<file path="src/hdl/xemr_pkg.sv">
// shared types and constants for the xoshiro128++ entropy mixing generator
// no dependencies; imported by xemr_ctrl, xemr_dp and xoshiro_entropy_mixing_rng
`default_nettype none

package xemr_pkg;

  // splitmix32 constants and reseed salt
  localparam logic [31:0] GOLDEN    = 32'h9e37_79b9;
  localparam logic [31:0] MULT_A    = 32'h85eb_ca6b;
  localparam logic [31:0] MULT_B    = 32'hc2b2_ae35;
  localparam logic [31:0] SEED_SALT = 32'ha5a5_f00d;

  // request kinds
  localparam logic [1:0] KIND_RESEED = 2'd0;
  localparam logic [1:0] KIND_MIX    = 2'd1;
  localparam logic [1:0] KIND_GEN    = 2'd2;

  // input request
  typedef struct packed {
    logic [1:0]  kind;
    logic [31:0] seed_first;
    logic [31:0] seed_second;
    logic [63:0] timestamp;
    logic [31:0] tick_count;
    logic [31:0] mix_value;
    logic [31:0] buffer_address;
    logic [6:0]  byte_count;
  } cmd_item_t;

  // output word
  typedef struct packed {
    logic [31:0] random_word;
    logic [2:0]  valid_bytes;
    logic        last_word;
  } word_item_t;

  // datapath operations, one per cycle
  typedef enum logic [3:0] {
    OP_NONE,
    OP_LOAD_SEED,
    OP_LOAD_MIX,
    OP_LOAD_GEN,
    OP_CTR_MUL,
    OP_ACC_FOLD,
    OP_SM_ADD,
    OP_MUL_A,
    OP_MUL_B,
    OP_SEED_STORE,
    OP_MIX_STORE,
    OP_STEP,
    OP_EMIT
  } dp_op_t;

  typedef struct packed {
    dp_op_t op;
  } dp_cmd_t;

  typedef struct packed {
    logic idx_last;   // seeding the last generator word
    logic len_zero;   // no bytes left to emit
    logic gen_last;   // next word closes the request
    logic out_free;   // output register can take a word
  } dp_status_t;

endpackage

`default_nettype wire

</file>
<file path="src/hdl/xemr_dp.sv">
// datapath: generator words, mix counter, shared splitmix multiplier, output register
// depends on xemr_pkg
`default_nettype none

module xemr_dp import xemr_pkg::*; #(
  parameter int MAX_REQUEST_BYTES = 64
) (
  input  wire logic       clk,
  input  wire logic       rst,
  input  wire cmd_item_t  item,
  input  wire dp_cmd_t    dcmd,
  output dp_status_t      status,
  output logic            word_valid,
  input  wire logic       word_stall,
  output word_item_t      word
);

  localparam int LEN_W = $clog2(MAX_REQUEST_BYTES + 1);

  logic [31:0]      gen_words [4];
  logic [31:0]      ctr;
  logic [31:0]      acc;
  logic [31:0]      prod;
  logic [1:0]       seed_idx;
  logic [LEN_W-1:0] left;

  logic [31:0]      fold;
  logic             cap;
  logic [LEN_W-1:0] len_c;
  logic [31:0]      mul_a;
  logic [31:0]      mul_b;
  logic [31:0]      mul_full;
  logic [31:0]      sm_out;
  logic [31:0]      step_sum;
  logic [31:0]      step_res;
  logic [31:0]      t0, t1, t2, t3, sh;
  logic [31:0]      nw0, nw1, nw2, nw3;

  assign fold  = item.timestamp[31:0] ^ item.timestamp[63:32];
  assign cap   = 32'(item.byte_count) > 32'(MAX_REQUEST_BYTES);
  assign len_c = cap ? LEN_W'(MAX_REQUEST_BYTES) : LEN_W'(item.byte_count);

  // shared multiplier operand select
  always_comb begin
    case (dcmd.op)
      OP_CTR_MUL: begin
        mul_a = ctr;
        mul_b = GOLDEN;
      end
      OP_MUL_A: begin
        mul_a = acc ^ {16'd0, acc[31:16]};
        mul_b = MULT_A;
      end
      default: begin
        mul_a = prod ^ {13'd0, prod[31:13]};
        mul_b = MULT_B;
      end
    endcase
  end

  assign mul_full = mul_a * mul_b;
  assign sm_out   = prod ^ {16'd0, prod[31:16]};

  // xoshiro128++ step
  assign step_sum = gen_words[0] + gen_words[3];
  assign step_res = {step_sum[24:0], step_sum[31:25]} + gen_words[0];
  assign sh       = {gen_words[1][22:0], 9'd0};
  assign t2       = gen_words[2] ^ gen_words[0];
  assign t3       = gen_words[3] ^ gen_words[1];
  assign t1       = gen_words[1] ^ t2;
  assign t0       = gen_words[0] ^ t3;
  assign nw0      = t0;
  assign nw1      = t1;
  assign nw2      = t2 ^ sh;
  assign nw3      = {t3[20:0], t3[31:21]};

  always_ff @(posedge clk) begin
    if (rst) begin
      for (int i = 0; i < 4; i++) gen_words[i] <= '0;
      ctr <= '0;
    end else begin
      case (dcmd.op)
        OP_LOAD_SEED: begin
          acc      <= item.seed_first ^ {item.seed_second[18:0], item.seed_second[31:19]}
                      ^ fold ^ SEED_SALT;
          seed_idx <= '0;
          left     <= '0;
        end
        OP_LOAD_MIX: begin
          ctr  <= ctr + 32'd1;
          acc  <= item.mix_value ^ fold ^ item.tick_count;
          left <= '0;
        end
        OP_LOAD_GEN: begin
          ctr  <= ctr + 32'd1;
          acc  <= item.buffer_address ^ 32'(len_c) ^ fold ^ item.tick_count;
          left <= len_c;
        end
        OP_CTR_MUL, OP_MUL_A, OP_MUL_B: prod <= mul_full;
        OP_ACC_FOLD: acc <= acc ^ prod;
        OP_SM_ADD:   acc <= acc + GOLDEN;
        OP_SEED_STORE: begin
          gen_words[seed_idx] <= sm_out;
          seed_idx            <= seed_idx + 2'd1;
          if (seed_idx == 2'd3) ctr <= acc;
        end
        OP_MIX_STORE: gen_words[ctr[1:0]] <= gen_words[ctr[1:0]] ^ sm_out;
        OP_STEP: begin
          gen_words[0] <= nw0;
          gen_words[1] <= nw1;
          gen_words[2] <= nw2;
          gen_words[3] <= nw3;
        end
        OP_EMIT: begin
          gen_words[0] <= nw0;
          gen_words[1] <= nw1;
          gen_words[2] <= nw2;
          gen_words[3] <= nw3;
          word.random_word <= step_res;
          word.valid_bytes <= status.gen_last ? left[2:0] : 3'd4;
          word.last_word   <= status.gen_last;
          left             <= status.gen_last ? '0 : left - LEN_W'(4);
        end
        default: ;
      endcase
    end
  end

  // output valid
  always_ff @(posedge clk) begin
    if (rst) begin
      word_valid <= 1'b0;
    end else if (dcmd.op == OP_EMIT) begin
      word_valid <= 1'b1;
    end else if (!word_stall) begin
      word_valid <= 1'b0;
    end
  end

  // the closing word reports the one to four bytes still left
  always_comb begin
    status.idx_last = seed_idx == 2'd3;
    status.len_zero = left == '0;
    status.gen_last = left <= LEN_W'(4);
    status.out_free = !word_valid || !word_stall;
  end

endmodule

`default_nettype wire

</file>
<file path="src/hdl/xemr_ctrl.sv">
// controller: sequences reseed, mix and generate requests through the datapath
// depends on xemr_pkg
`default_nettype none

module xemr_ctrl import xemr_pkg::*; #(
  parameter int WARMUP_STEPS = 16,
  parameter int MIX_STEPS    = 4
) (
  input  wire logic       clk,
  input  wire logic       rst,
  input  wire logic       cmd_valid,
  input  wire logic [1:0] kind,
  input  wire dp_status_t status,
  output dp_cmd_t         dcmd,
  output logic            busy
);

  localparam int STEP_MAX = (WARMUP_STEPS > MIX_STEPS) ? WARMUP_STEPS : MIX_STEPS;
  localparam int STEP_W   = (STEP_MAX < 1) ? 1 : $clog2(STEP_MAX + 1);

  typedef enum logic [8:0] {
    S_IDLE     = 9'b000000001,
    S_CTR_MUL  = 9'b000000010,
    S_ACC_FOLD = 9'b000000100,
    S_SM_ADD   = 9'b000001000,
    S_MUL_A    = 9'b000010000,
    S_MUL_B    = 9'b000100000,
    S_SM_FIN   = 9'b001000000,
    S_STEP     = 9'b010000000,
    S_EMIT     = 9'b100000000
  } state_t;

  state_t              state, state_next;
  logic [STEP_W-1:0]   steps, steps_next;
  logic                reseeding, reseeding_next;

  always_ff @(posedge clk) begin
    if (rst) begin
      state     <= S_IDLE;
      steps     <= '0;
      reseeding <= 1'b0;
    end else begin
      state     <= state_next;
      steps     <= steps_next;
      reseeding <= reseeding_next;
    end
  end

  always_comb begin
    state_next     = state;
    steps_next     = steps;
    reseeding_next = reseeding;
    dcmd.op        = OP_NONE;
    unique case (state)
      S_IDLE: begin
        if (cmd_valid) begin
          unique case (kind)
            KIND_RESEED: begin
              dcmd.op        = OP_LOAD_SEED;
              reseeding_next = 1'b1;
              state_next     = S_SM_ADD;
            end
            KIND_MIX: begin
              dcmd.op        = OP_LOAD_MIX;
              reseeding_next = 1'b0;
              state_next     = S_CTR_MUL;
            end
            KIND_GEN: begin
              dcmd.op        = OP_LOAD_GEN;
              reseeding_next = 1'b0;
              state_next     = S_CTR_MUL;
            end
            default: ;  // unknown kind is dropped
          endcase
        end
      end
      S_CTR_MUL: begin
        dcmd.op    = OP_CTR_MUL;
        state_next = S_ACC_FOLD;
      end
      S_ACC_FOLD: begin
        dcmd.op    = OP_ACC_FOLD;
        state_next = S_SM_ADD;
      end
      S_SM_ADD: begin
        dcmd.op    = OP_SM_ADD;
        state_next = S_MUL_A;
      end
      S_MUL_A: begin
        dcmd.op    = OP_MUL_A;
        state_next = S_MUL_B;
      end
      S_MUL_B: begin
        dcmd.op    = OP_MUL_B;
        state_next = S_SM_FIN;
      end
      S_SM_FIN: begin
        if (reseeding) begin
          dcmd.op = OP_SEED_STORE;
          if (!status.idx_last) begin
            state_next = S_SM_ADD;
          end else begin
            steps_next = STEP_W'(WARMUP_STEPS);
            state_next = (WARMUP_STEPS == 0) ? S_IDLE : S_STEP;
          end
        end else begin
          dcmd.op    = OP_MIX_STORE;
          steps_next = STEP_W'(MIX_STEPS);
          if (MIX_STEPS != 0) begin
            state_next = S_STEP;
          end else begin
            state_next = status.len_zero ? S_IDLE : S_EMIT;
          end
        end
      end
      S_STEP: begin
        dcmd.op = OP_STEP;
        if (steps == STEP_W'(1)) begin
          state_next = status.len_zero ? S_IDLE : S_EMIT;
        end else begin
          steps_next = steps - STEP_W'(1);
        end
      end
      S_EMIT: begin
        if (status.out_free) begin
          dcmd.op = OP_EMIT;
          if (status.gen_last) state_next = S_IDLE;
        end
      end
      default: state_next = S_IDLE;
    endcase
  end

  assign busy = state != S_IDLE;

endmodule

`default_nettype wire

</file>
<file path="src/hdl/xoshiro_entropy_mixing_rng.sv">
// reseed: seed load, a splitmix round per generator word, then WARMUP_STEPS warm-up steps
// mix: load, counter multiply and fold, one splitmix round, then MIX_STEPS steps
// generate: as mix, then words are emitted while the output register is free
// one request at a time; the single shared multiplier makes the splitmix rounds serial
// reset: synchronous, active high; generator words and mix counter cleared,
// output register emptied, controller idle
`default_nettype none

module xoshiro_entropy_mixing_rng import xemr_pkg::*; #(
  parameter int MAX_REQUEST_BYTES = 64,
  parameter int WARMUP_STEPS      = 16,
  parameter int MIX_STEPS         = 4
) (
  input  wire logic        clk,
  input  wire logic        rst,
  // request channel
  input  wire logic        cmd_valid,
  output logic             cmd_stall,
  input  wire cmd_item_t   cmd,
  // generated words
  output logic             word_valid,
  input  wire logic        word_stall,
  output word_item_t       word
);

  dp_cmd_t    dcmd;
  dp_status_t status;
  logic       busy;

  // controller walks each request through load, splitmix round(s),
  // generator steps and, for generate requests, word emission
  xemr_ctrl #(
    .WARMUP_STEPS (WARMUP_STEPS),
    .MIX_STEPS    (MIX_STEPS)
  ) u_ctrl (
    .clk       (clk),
    .rst       (rst),
    .cmd_valid (cmd_valid),
    .kind      (cmd.kind),
    .status    (status),
    .dcmd      (dcmd),
    .busy      (busy)
  );

  // datapath holds the state words, counter, multiplier and output register
  xemr_dp #(
    .MAX_REQUEST_BYTES (MAX_REQUEST_BYTES)
  ) u_dp (
    .clk        (clk),
    .rst        (rst),
    .item       (cmd),
    .dcmd       (dcmd),
    .status     (status),
    .word_valid (word_valid),
    .word_stall (word_stall),
    .word       (word)
  );

  // requests are taken only while the controller is idle
  assign cmd_stall = busy;

  // a word is loaded only while a request is in progress
  a_emit_busy: assert property (@(posedge clk) disable iff (rst)
    dcmd.op == OP_EMIT |-> cmd_stall)
    else $error("word emitted outside a request");

  // a word is loaded only when the output register can take it
  a_emit_free: assert property (@(posedge clk) disable iff (rst)
    dcmd.op == OP_EMIT |-> (!word_valid || !word_stall))
    else $error("output word overwritten");

  // only the closing word of a request may be partial
  a_full_word: assert property (@(posedge clk) disable iff (rst)
    (word_valid && !word.last_word) |-> word.valid_bytes == 3'd4)
    else $error("partial word before end of request");

  // every word carries one to four bytes
  a_byte_range: assert property (@(posedge clk) disable iff (rst)
    word_valid |-> (word.valid_bytes != 3'd0 && word.valid_bytes <= 3'd4))
    else $error("byte count out of range");

endmodule

`default_nettype wire
</file>
<file path="config.mk">
export PLATFORM = sky130hd
export DESIGN_NAME = xoshiro_entropy_mixing_rng
export DESIGN_NICKNAME = d
export VERILOG_FILES = /design/src/hdl/xemr_pkg.sv /design/src/hdl/xemr_dp.sv /design/src/hdl/xemr_ctrl.sv /design/src/hdl/xoshiro_entropy_mixing_rng.sv
export SDC_FILE = /design/constraint.sdc
export NUM_CORES = 2
export LEC_CHECK = 0
export ABC_AREA = 1
export BUFFER_PORTS_ARGS = -buffer_cell sky130_fd_sc_hd__clkbuf_2
export CAP_MARGIN = 10
export CORE_MARGIN = 4
export CORE_UTILIZATION = 62
export CTS_CLUSTER_SIZE = 24
export DETAILED_ROUTE_END_ITERATION = 10
export PLACE_DENSITY = 0.93
export SLEW_MARGIN = 10
export SYNTH_ARGS = -nofsm -noshare
export SYNTH_HDL_FRONTEND = slang
export SYNTH_SLANG_ARGS = --single-unit
</file>
<file path="constraint.sdc">
create_clock -name clk -period 11.8 [get_ports clk]
set_input_delay 1.77 -clock clk [delete_from_list [all_inputs] [get_ports clk]]
set_output_delay 1.77 -clock clk [all_outputs]
set_load 0.05 [all_outputs]
</file>
Word level (Yosys, flattened, before mapping)

Memory sizes are Yosys's and may differ from the RTL's. A register that Yosys moved wholly into a read port is not among the register bits.
Index checks and enable logic that the tools add are counted.

Multiplexer cells: 60
Multipliers: 1
Add/subtract/negate cells: 7
Bitwise operators: 28
Equality and inequality tests: 35
Order comparisons: 2
Reduce and logical (&&, ||, !) cells: 26

Operator list:

| cell                     | number |
|---|---|
| $xor A32 B32 Y32         | 14 |
| $mux W32                 | 11 |
| $pmux W32 S5             | 1 |
| $pmux W32 S2             | 2 |
| $pmux W9 S9              | 1 |
| $add A32 B32 Y32         | 2 |
| $reduce_or A32 Y1        | 2 |
| $xor A32 B16 Y32         | 2 |
| $pmux W31 S2             | 1 |
| $mux W9                  | 5 |
| $pmux W4 S9              | 1 |
| $add A32 B1 Y32 const B  | 1 |
| $add A32 B32 Y32 const B | 1 |
| $mul A32 B32 Y32         | 1 |
| $xor A32 B19 Y32         | 1 |
| $xor A32 B7 Y32          | 1 |
| $pmux W7 S3              | 1 |
| $eq A4 B4 Y1 const B     | 5 |
| $mux W1                  | 18 |
| $pmux W9 S2              | 1 |
| $eq A4 B3 Y1 const B     | 4 |
| $mux W8                  | 2 |
| $mux W5                  | 3 |
| $not A15 Y15             | 1 |
| other kinds (45)         | 77 |

Output and inout port bits: 38
RAM bits: 128
Bits in registers: 157
Logic and storage cells: 172
Bits of input ports: 237
Memories kept: 1

Memories:

| name           | depth | bits a word | rd ports | clocked after Yosys merged registers in | wr ports | RTL line      | text |
|---|---|---|---|---|---|---|---|
| u_dp.gen_words | 4     | 32          | 5        | 1                                       | 4        | xemr_dp.sv:20 | `logic [31:0] gen_words [4];` |

Longest topological paths before layout

Depth after elaboration: 12
Depth in mapped cells: 43
Gate-level depth less buffers: 41

Hierarchy

From an unflattened synthesis, not the netlist that was laid out.

Cell total of the unflattened synthesis: 4,354
Area total of the unflattened synthesis: 36,535.0 um^2

Modules (own cells, without submodules):

| module    | cells each | area each (um^2) | sequential area each (um^2) | instances |
|---|---|---|---|---|
| xemr_dp   | 4,207      | 35,557.9         | 7,817.5                     | 1 |
| xemr_ctrl | 147        | 977.2            | 300.3                       | 1 |

Worst setup path before layout

Ideal clock, no wire load.

Path type: reg-to-reg
From: register u_ctrl.state[4]
To: register u_dp.prod[29] (data pin)
Stages on the path, launching flop included: 34
Clock period less this slack: 7,481 ps
Buffers on the path: 2
Slack: 4,319 ps
Arrival: 7,224 ps
Required time: 11,543 ps
Library setup time: 257 ps
Cell sequence: dfxtp_1 nor2_2 nand2_2 nor2_4 nand2_4 buf_2 clkbuf_1 nor2_1 inv_1 nand2_1 nor2_1 inv_1 fa_1 fa_1 fa_1 inv_1 fa_1 inv_1 fa_1 inv_1 fa_1 inv_1 fa_1 fa_1 ha_1 a21oi_1 o21a_1 inv_1 a21oi_1 o21bai_1 a21oi_1 o21ai_0 nand2_1 nand2_1

Cells in the longest elaborated chain, start to end: 5
Elaborated cells on any way between the ends: 15
Classes of those cells: mul: 1; eq/ne: 11; mux: 3

RTL lines:

| element                                      | RTL line        | text |
|---|---|---|
| start, declared                              | xemr_ctrl.sv:33 | `state_t state, state_next;` |
| start signal, assigned                       | xemr_ctrl.sv:43 | `state <= state_next;` |
| $eq A9 B9 Y1, or another cell as far along   | xemr_ctrl.sv:54 | `unique case (state)` |
| $pmux W4 S9 (*)                              | xemr_ctrl.sv:54 |  |
| $eq A4 B3 Y1                                 | xemr_dp.sv:45   | `case (dcmd.op)` |
| $pmux W32 S2 or $pmux W31 S2 (tied branches) | xemr_dp.sv:45   |  |
| $mul A32 B32 Y32 (*)                         | xemr_dp.sv:61   | `assign mul_full = mul_a * mul_b;` |
| net u_dp.mul_full[29]                        | xemr_dp.sv:32   | `logic [31:0] mul_full;` |
| end signal, assigned                         | xemr_dp.sv:99   | `OP_CTR_MUL, OP_MUL_A, OP_MUL_B: prod <= mul_full;` |
| end, declared                                | xemr_dp.sv:23   | `logic [31:0] prod;` |

Mark *: on every way through the listed nets, which the timed path passes. The rest lies on a longest branch.
A chain may end at the register's enable or synchronous reset.

Final worst setup path

From: register u_ctrl.state[7]
To: register u_dp.prod[29] (data pin)

Same word-level chain as after synthesis.

==> summary.txt <==
Initial Utilization - 62.9%
TritonCTS clock tree - done
Post-DRT Antenna Nets - 0
met1 Use GR - 46.4%
slowest cell delay on critical path - 0.62 ns
top post-synthesis cells by area - fa_1 22%, edfxtp_1 20%, xor2_1 8.6%
area of the multi-input gates - 24900 um2
GR Overflow Total - 0
fillers - 4637
number of enable flip-flop cells after synthesis - 237
Worst Slack Setup Final - 2.58 ns
crit end category - flip-flop
Synth Area in XOR/XNOR - 13.9%
Slowest cell on crit path - fa_1
YS warnings - 0
simple-gate area share of the yosys netlist - 14.3%
Area Overhead vs Synth - 7.84%
async set or reset register ratio after synthesis - 0%
first-pass GRT wire length - 179000 um
Die Span Y - 250 um
die area - 62700 um2
Final min period - 9.22 ns
Tot GR Track Use - 37.3%
DP HPWL - 95800 um
Reg area - 8120 um2
routed via count - 31666
Max Clock Freq - 0.108 GHz
DR pass1 iterations - 9
GP Congestion - 1.04
Bufs on Longest Clock Path - 3
CTS resizes - 0
pin count of the biggest net entering global routing - 96
Mapped Nets - 5146
routing usage on met3 - 9.23%
WP data required - 12.16 ns
Synth Area in Adders - 28.8%
Compound-Gate Fraction of Synth Area - 11.1%
vias in the first global route - 31210
drt wl/cell - 22.7 um
worst min path class - reg -> reg
# IOs - 275
pre-CTS setup slack - 2.73 ns
post-synth cell types - 62
CTS Root Cell - clkbuf_16
M2 GR Usage - 58.7%
setup TNS - 0 ns
top cell type's share of synthesized area - 21.9%
worst-margin pin slew - 1.22 ns
max_cap viols - 0
Max Transition Viols Final - 0
status - finished clean
clock latency on the worst-skew pair - 0.61 ns
FF+latch count, synth - 287
clk_skew - 0.0319 ns
total CTS buffers - 29
postcts setup bufs - 0
Max Fanout on Critical Path - 28
Syn Inst Count - 4309
Hold Fails Final Rpt - 0
# clock sinks - 287
gr busiest metal - met2
mux cell area share after synthesis - 0.0275%
Total Wirelength - 120000 um
top cells by count, synth - 759 x inv_1, 739 x nand2_1, 398 x fa_1
clock transition at the registers of the reported paths - 0.06 ns
PortBufs - 274
core area - 57900 um2
largest family of logic cells by synthesized area - adder cells
H-Tree Depth - 1
initial antenna violation count - 1
slew margin rel. - 18.4%
Worst path most repeated cell - fa_1
nets - 5331
via/cell ratio - 6.00
final worst path period share - 78.1%
DRC - 0
critical path data arrival time - 9.58 ns
RSZ-0062 raised after global routing - false
cell taking the most area after synthesis - fa_1
Setup CP Type - reg -> reg
share of cells above drive strength 1 - 9.57%
row count - 88
CTS Hold Bufs - 0
Die Width - 250 um
most common cell in the netlist - inv_1
Initial DRC Count - 3739
# setup viols final - 0
syn avg cell area - 8.46 um2
post-synthesis sequential area ratio - 22.3%
Post-Synthesis Cell Area - 36500 um2
Most used DFF post-synth - edfxtp_1
Startpoint Class - flip-flop
layer usage:
metal / wire length, um / part of all wire, %
met1: 42300 / 35
met2: 53000 / 44
met3: 14700 / 12
met4: 9940 / 8.3
met5: 0 / 0
critical path, delay by kind of cell (launching register included):
family / cells / cell delay (ns)
DFF: 1 / 0.33
and+or+nand+nor: 12 / 2.70
AOI/OAI and AO/OA: 7 / 1.37
buffers and inverters: 5 / 0.57
adders and majority gates: 9 / 3.96
area by class of cell:
class / count / area share [%]
repair buffers: 299 / 4.02
flip-flops and latches: 287 / 20.7
inverters: 770 / 7.37
well taps: 765 / 2.44
multi-input cells: 3107 / 63.2
clock inverters: 11 / 0.223
diodes: 1 / 0.00637
clock buffers: 41 / 2.07
final timing paths:
path	from	endpoint	slack (ns)	depth (start not counted)
min	u_ctrl.steps[3]	u_ctrl.steps[3]	0.50	2
min reg2reg	u_ctrl.steps[3]	u_ctrl.steps[3]	0.50	2
max reg2reg	u_ctrl.state[7]	u_dp.prod[29]	2.58	33
max	u_ctrl.state[7]	u_dp.prod[29]	2.58	33
logic make-up after synthesis:
logic type               Yosys count
AND/OR/NAND/NOR                 1234
buffers and inverters            915
AO/OA/AOI/OAI                    693
adder cells (fa/ha/maj)          600
XOR/XNOR                         578
flip-flops                       287
other                              1
multiplexers                       1
placed cells by master (no fill, tap or decap), drive strengths merged, types with 6 or more instances in the layout:
| cell type | synthesis | final |
|---|---|---|
| a211oi | 8 | 8 |
| a31oi | 20 | 20 |
| a32o | 32 | 32 |
| nand4 | 27 | 27 |
| a21oi | 204 | 204 |
| nand3b | 10 | 10 |
| fa | 398 | 398 |
| o21bai | 12 | 12 |
| xor2 | 359 | 359 |
| clkbuf | 98 | 315 |
| xnor2 | 219 | 219 |
| nand3 | 128 | 128 |
| dfxtp | 50 | 50 |
| edfxtp | 237 | 237 |
| o211ai | 7 | 7 |
| nand2 | 750 | 750 |
| a221oi | 7 | 7 |
| inv | 770 | 771 |
| o31ai | 6 | 6 |
| o221ai | 12 | 12 |
| ha | 202 | 202 |
| buf | 47 | 25 |
| nor4 | 11 | 11 |
| nor3 | 41 | 41 |
| clkinv | 0 | 9 |
| nor2 | 248 | 248 |
| o22ai | 13 | 13 |
| o2111ai | 8 | 8 |
| o21a | 9 | 9 |
| o21ai | 341 | 341 |
| or2 | 11 | 11 |
sequential cells by signal, summed over array words and instances (netlist names), named ones only:
| register | cells |
|---|---|
| u_dp.left | 7 |
| u_ctrl.steps | 5 |
| u_dp.gen_words | 128 |
| u_ctrl.state | 9 |
| u_dp.acc | 32 |
| u_dp.prod | 32 |
| u_ctrl.reseeding | 1 |
| u_dp.seed_idx | 2 |
| u_dp.word | 36 |
| u_dp.word_valid | 1 |
| u_dp.ctr | 32 |
per-stage QoR:
step | std cells | hold WS (ns) | util [%] | instance area (um2)
floorplan | 4309 | 0.456 | - | 36500
global placement | 5227 | 0.481 | 66.3 | 38400
detailed placement | 5227 | 0.489 | 66.3 | 38400
CTS | 5279 | 0.501 | 67.8 | 39300
global route | 5280 | 0.552 | 67.9 | 39300
finish | 5281 | 0.500 | 67.9 | 39300
Power is left out: the tool's default activity adds up to more than one toggle a clock period on the data nets, which glitch-free logic cannot reach.
